`config.mk`:
```
export PLATFORM = sky130hd
export DESIGN_NAME = m4te_ctrl
export DESIGN_NICKNAME = d
export VERILOG_FILES = /design/src/sv/matrix4_transform_engine_core_assert.svh /design/src/sv/m4te_pkg.sv /design/src/sv/m4te_ctrl.sv
export SDC_FILE = /design/constraint.sdc
export NUM_CORES = 1
export LEC_CHECK = 0
export BUFFER_PORTS_ARGS = -buffer_cell sky130_fd_sc_hd__buf_4
export CORE_AREA = 8 8 45 47
export DETAILED_ROUTE_END_ITERATION = 7
export DIE_AREA = 0 0 53 55
export PLACE_DENSITY_LB_ADDON = 0.2
export SLEW_MARGIN = 20
export SYNTH_ARGS = -nofsm -noshare
export SYNTH_HDL_FRONTEND = slang
export SYNTH_SLANG_ARGS = --single-unit
```
`constraint.sdc`:
```
create_clock -name clock -period 1.3 [get_ports clock]
set_clock_uncertainty 0.05 [all_clocks]
set_input_delay 0.13 -clock clock [delete_from_list [all_inputs] [get_ports clock]]
set_output_delay 0.13 -clock clock [all_outputs]
set_load 0.005 [all_outputs]
```
`src/sv/matrix4_transform_engine_core_assert.svh`:
```
// assertion macros shared by the transform engine rtl
// no dependencies; each macro takes a label, clock, reset, antecedent and consequent
`ifndef MATRIX4_TRANSFORM_ENGINE_CORE_ASSERT_SVH
`define MATRIX4_TRANSFORM_ENGINE_CORE_ASSERT_SVH

// overlapping implication, disabled while reset is high
`define M4TE_ASSERT_IMP(label, clk, rst, ante, cons) \
   label: assert property (@(posedge clk) disable iff (rst) (ante) |-> cons) \
      else $error("m4te assertion failed");

// next-cycle implication, disabled while reset is high
`define M4TE_ASSERT_NXT(label, clk, rst, ante, cons) \
   label: assert property (@(posedge clk) disable iff (rst) (ante) |=> cons) \
      else $error("m4te assertion failed");

`endif

```
`src/sv/m4te_pkg.sv`:
```
// types and constants for the 4x4 matrix transform engine
// no dependencies; used by the controller, datapath and top level
`default_nettype none

package m4te_pkg;

   // width of the external data fields
   localparam int FIELD_WIDTH = 32;

   // request actions
   typedef enum logic [1:0] {
      ACT_LOAD_CUR = 2'd0,
      ACT_LOAD_OP  = 2'd1,
      ACT_COMPOSE  = 2'd2,
      ACT_XFORM    = 2'd3
   } action_type;

   // controller states
   typedef enum logic [1:0] {
      ST_IDLE,
      ST_RUN,
      ST_DRAIN
   } state_type;

   // commands from controller to datapath
   typedef struct packed {
      logic       load_cur;
      logic       load_op;
      logic       capture_vec;
      logic       issue;
      logic       compose;
      logic [1:0] row;
      logic [1:0] col;
   } cmd_type;

endpackage

`default_nettype wire

```
`src/sv/m4te_ctrl.sv`:
```
// controller state machine of the transform engine: accepts requests and sequences steps
// depends on m4te_pkg
`default_nettype none

module m4te_ctrl (
   input  wire logic                  clock,
   input  wire logic                  reset,
   input  wire logic                  start,
   input  wire logic [1:0]            req_action,
   output logic                       busy,
   output m4te_pkg::cmd_type          cmd
);
   import m4te_pkg::*;

   state_type  state_ff, state_in;
   logic [3:0] step_ff, step_in;
   logic       compose_ff, compose_in;
   logic       accept;
   logic       last_step;
   action_type action;

   assign action    = action_type'(req_action);
   assign accept    = start && (state_ff == ST_IDLE);
   assign last_step = compose_ff ? (step_ff == 4'd15) : (step_ff == 4'd3);

   // next state
   always_comb begin
      state_in = state_ff;
      unique case (state_ff)
         ST_IDLE: begin
            if (start && (action == ACT_COMPOSE || action == ACT_XFORM)) begin
               state_in = ST_RUN;
            end
         end
         ST_RUN: begin
            if (last_step) begin
               state_in = ST_DRAIN;
            end
         end
         ST_DRAIN: begin
            state_in = ST_IDLE;
         end
         default: begin
            state_in = ST_IDLE;
         end
      endcase
   end

   // step counter and mode
   always_comb begin
      step_in    = step_ff;
      compose_in = compose_ff;
      if (accept) begin
         step_in    = 4'd0;
         compose_in = (action == ACT_COMPOSE);
      end else if (state_ff == ST_RUN) begin
         step_in = step_ff + 4'd1;
      end
   end

   // outputs
   always_comb begin
      cmd             = '0;
      cmd.compose     = compose_ff;
      cmd.row         = compose_ff ? step_ff[3:2] : step_ff[1:0];
      cmd.col         = step_ff[1:0];
      busy            = 1'b1;
      unique case (state_ff)
         ST_IDLE: begin
            busy = 1'b0;
            if (start) begin
               unique case (action)
                  ACT_LOAD_CUR: cmd.load_cur    = 1'b1;
                  ACT_LOAD_OP:  cmd.load_op     = 1'b1;
                  ACT_XFORM:    cmd.capture_vec = 1'b1;
                  ACT_COMPOSE:  cmd.load_cur    = 1'b0;
                  default:      cmd.load_cur    = 1'b0;
               endcase
            end
         end
         ST_RUN: begin
            cmd.issue = 1'b1;
         end
         ST_DRAIN: begin
            cmd.issue = 1'b0;
         end
         default: begin
            busy = 1'b1;
         end
      endcase
   end

   // state registers
   always_ff @(posedge clock) begin
      if (reset) begin
         state_ff   <= ST_IDLE;
         step_ff    <= 4'd0;
         compose_ff <= 1'b0;
      end else begin
         state_ff   <= state_in;
         step_ff    <= step_in;
         compose_ff <= compose_in;
      end
   end

endmodule

`default_nettype wire

```
==> summary.md <==
| Metric | Value |
|---|---|
| Fin crit period | `1.427 ns` |
| Register-to-register setup slack | `0.06 ns` |
| Top cells by area, synth | `dfxtp_1, buf_4, mux2_2` |
| Dpl hpwl | `764.8 um` |
| R2r worst-path depth | `4` |
| WP data arrival | `about 1.3 ns` |
| Synth cell types | `23` |
| Grt ovf | `0` |
| Final setup margin | `-0.1273 ns` |
| Failing checks | `setup timing` |
| Mean area per synthesized cell | `a little under 9 sq um` |
| Largest net degree at the start of global routing | `7` |
| Seq pwr share | `43.2%` |
| Clk pin slew, worst setup/hold paths | `around 0.050 ns` |
| Cts bufs inserted | `3` |
| Worst setup SP type | `flop` |
| Slew Viols, Final | `0` |
| Skew-Pair Late Insertion Delay | `0.25 ns` |
| Die width | `around 53 um` |
| # port buffers | `14` |
| Antenna cells | `0` |
| Wire per inst | `12.90 um` |
| DR DRC count | `0` |
| P&R area growth vs syn | `43.89%` |
| Number of synthesized register bits | `7` |
| Final setup violation count | `3` |
| PD cells | `about 910 mW/mm^2` |
| Vias in the first global route | `369` |
| CTS tree | `done` |
| Sequential cell area fraction in the yosys report | `35.11%` |
| CTS H-Tree Depth | `1` |
| Unrepaired setup endpoints after global routing | `yes` |
| CP endpoint kind | `output pin` |
| Maximum VDD drop | `0.3793 mV` |
| Gate count of the mapped netlist | `45` |
| Fin cells | `77` |
| Maximum fanout along the worst path | `3` |
| Crit path launch | `state_ff[0]` |
| Switching pwr | `around 130 uW` |
| Outcome | `finished with violations` |
| WP data required | `1.12 ns` |
| Worst Setup Path Type | `flop to output pin` |
| Antenna violations before repair | `0` |
| Synth Warn # | `0` |
| Design internal power | `around 390 uW` |
| Period utilization | `109.8%` |
| CTS Hold Bufs | `0` |
| Post-Syn Area | `399.1 sq um` |
| Post-synth net total | `a little over 50` |
| Critical path capture point | `cmd[8]` |
| Min-Delay Path Depth | `2` |
| Top cells by count, synth | `dfxtp_1, buf_4, nor2_1, nor3_1` |
| Placement Rows | `14` |
| Max Freq | `0.7006 GHz` |
| Max stage delay cell, worst path | `or3b_4` |
| Clk pwr share | `38.2%` |
| Worst-Margin Slew | `approximately 0.23 ns` |
| Placed cell count | `74` |
| Hold WC Path Type | `input pin to flop` |
| Clock Sink Count | `7` |
| DR iter-0 viols | `5` |
| Post-CTS setup buffer count | `0` |
| Die height | `55 um` |
| Comb pwr share | `between 10% and 20%` |
| WL final | `993 um` |
| Leakage | `0.0002642 uW` |
| Switching Fraction | `24.98%` |
| CP max stage delay | `0.40 ns` |
| FF-to-FF Start | `state_ff[0]` |
| Count leader, synth | `dfxtp_1` |
| Layout cells sized above 1 | `49.18%` |
| First-pass GRT wire length | `1552 um` |
| EDFF count, synth | `0` |
| Worst path cell trace | `or3b_4 > nor3_1 > buf_4` |
| Filler cells | `147` |
| Via/cell ratio | `4.870` |
| Initial DRT Pass Iterations | `5` |
| Max_cap viols | `0` |
| Clock tree buffer depth | `2` |
| Die area | `0.002915 sq mm` |
| Fin. Hold Viols | `0` |
| Leading area contributor after synthesis | `dfxtp_1` |
| Starting Density | `28.84%` |
| Hold Slack | `0.004761 ns` |
| Root Buffer | `clkbuf_4` |
| Core area | `0.001384 sq mm` |
| Synth Flop Type | `dfxtp_1` |
| Synth top area share | `35.11%` |
| # IOs | `15` |
| Vias post-DR | `about 380` |
| Relative slew slack | `a little over four fifths` |
| DP Worst Slack | `-0.02393 ns` |
| Layout Nets | `68` |
| Tot GR Track Use | `7.440%` |
| Asr flop ratio synth | `0%` |
| Detail Route Antenna Nets | `0` |
| Worst R2R End | `step_ff[1]` |
| Final RePlAce weighted congestion | `0.7574` |
==> logic make-up after synthesis <==
kind of cell	count (synthesis)	share of synthesized area (%)
and+or+nand+nor	21	29.78
xor gates and xnor gates	2	4.390
buffers and inverters	6	11.28
muxes	3	8.150
AOI/OAI and AO/OA	5	8.150
adders and majority gates	1	3.134
DFF	7	35.11
==> worst min-delay path by stage <==
| stage | from | endpoint | slack (ns) |
|---|---|---|---|
| 2_1_floorplan | reset | compose_ff | 0.15 |
| 3_3_place_gp | reset | compose_ff | 0.29 |
| 3_5_place_dp | reset | compose_ff | 0.28 |
| 4_1_cts | reset | compose_ff | 0.002 |
| 5_1_grt | reset | compose_ff | 0.008 |
| 6_report | reset | compose_ff | 0.005 |
==> placed cells by master, fill, tap and decap left out <==
| master | instances |
|---|---|
| nand2b_4 | 1 |
| buf_4 | 16 |
| nor3b_2 | 1 |
| clkbuf_4 | 3 |
| dfxtp_4 | 1 |
| nor2_1 | 4 |
| and3_1 | 2 |
| buf_6 | 1 |
| nor3_1 | 3 |
| dfxtp_2 | 1 |
| xor2_1 | 2 |
| or2_2 | 1 |
| or3b_4 | 1 |
| nand3b_1 | 2 |
| dfxtp_1 | 5 |
| mux2_4 | 2 |
| o21ai_0 | 2 |
| inv_1 | 1 |
| o2bb2ai_1 | 1 |
| a21oi_1 | 1 |
| mux2i_1 | 1 |
| or3_1 | 1 |
| nand2_1 | 2 |
| ha_1 | 1 |
| a21oi_2 | 1 |
| nor3b_4 | 1 |
| clkbuf_1 | 1 |
| nand3_1 | 1 |
| nand2b_1 | 1 |
==> routing by layer <==
| layer | global-route usage [%] | routed length (um) | share of wire [%] | vias to the layer above |
|---|---|---|---|---|
| li1 | - | - | - | 183 |
| met1 | 7.622 | 459 | 46 | 172 |
| met2 | 11.52 | 407 | 41 | 18 |
| met3 | 4.011 | 115 | 12 | 2 |
| met4 | 5.172 | 11 | 1.1 | 0 |
| met5 | 0 | 0 | 0 | - |
==> cell type report <==
| cell class | count | area [sq um] | area share [%] |
|---|---|---|---|
| well taps | 16 | 20.02 | 3.486 |
| flip-flops and latches | 7 | 145.1 | 25.27 |
| multi-input cells | 32 | 247.7 | 43.14 |
| clock buffers | 4 | 26.28 | 4.575 |
| repair buffers | 17 | 131.4 | 22.88 |
| inverters | 1 | 3.754 | 0.6536 |
==> power by group through the flow <==
stage | sequential [uW] | clock, uW | combinational [uW]
3_5_place_dp | 232 | 0 | 90.2
2_1_floorplan | 232 | 0 | 50.3
6_report | 227 | 201 | 97.5
4_1_cts | 228 | 211 | 99.8
5_1_grt | 227 | 228 | 108
3_3_place_gp | 232 | 0 | 90.4
==> sequential cells by signal, summed over array words and instances (netlist names) <==
name        flops
step_ff         4
state_ff        2
compose_ff      1
==> critical path, delay by kind of cell, from the launching register on <==
family | cells | cell delay (ns)
flops | 1 | 0.31
simple gates | 2 | 0.55
buf+inv | 1 | 0.14
==> timing repair <==
item	4_1_cts	5_1_grt
gates resized for setup	8	4
pin swaps	2	0
endpoints found under the hold margin	0	0
endpoints found under the setup margin	11	7
==> through the flow <==
step	instance area, sq um	total power, uW	TNS (ns)	utilization, %
global route	574.3	563.2	-0.6028	41.50
global placement	513.0	322.4	-0.03569	37.07
finish	574.3	525.4	-0.3291	41.50
floorplan	399.1	281.8	0	-
CTS	569.3	538.2	-0.3831	41.14
detailed placement	513.0	322.0	-0.06937	37.07
Note: power is estimated with default switching activity, not from simulation.
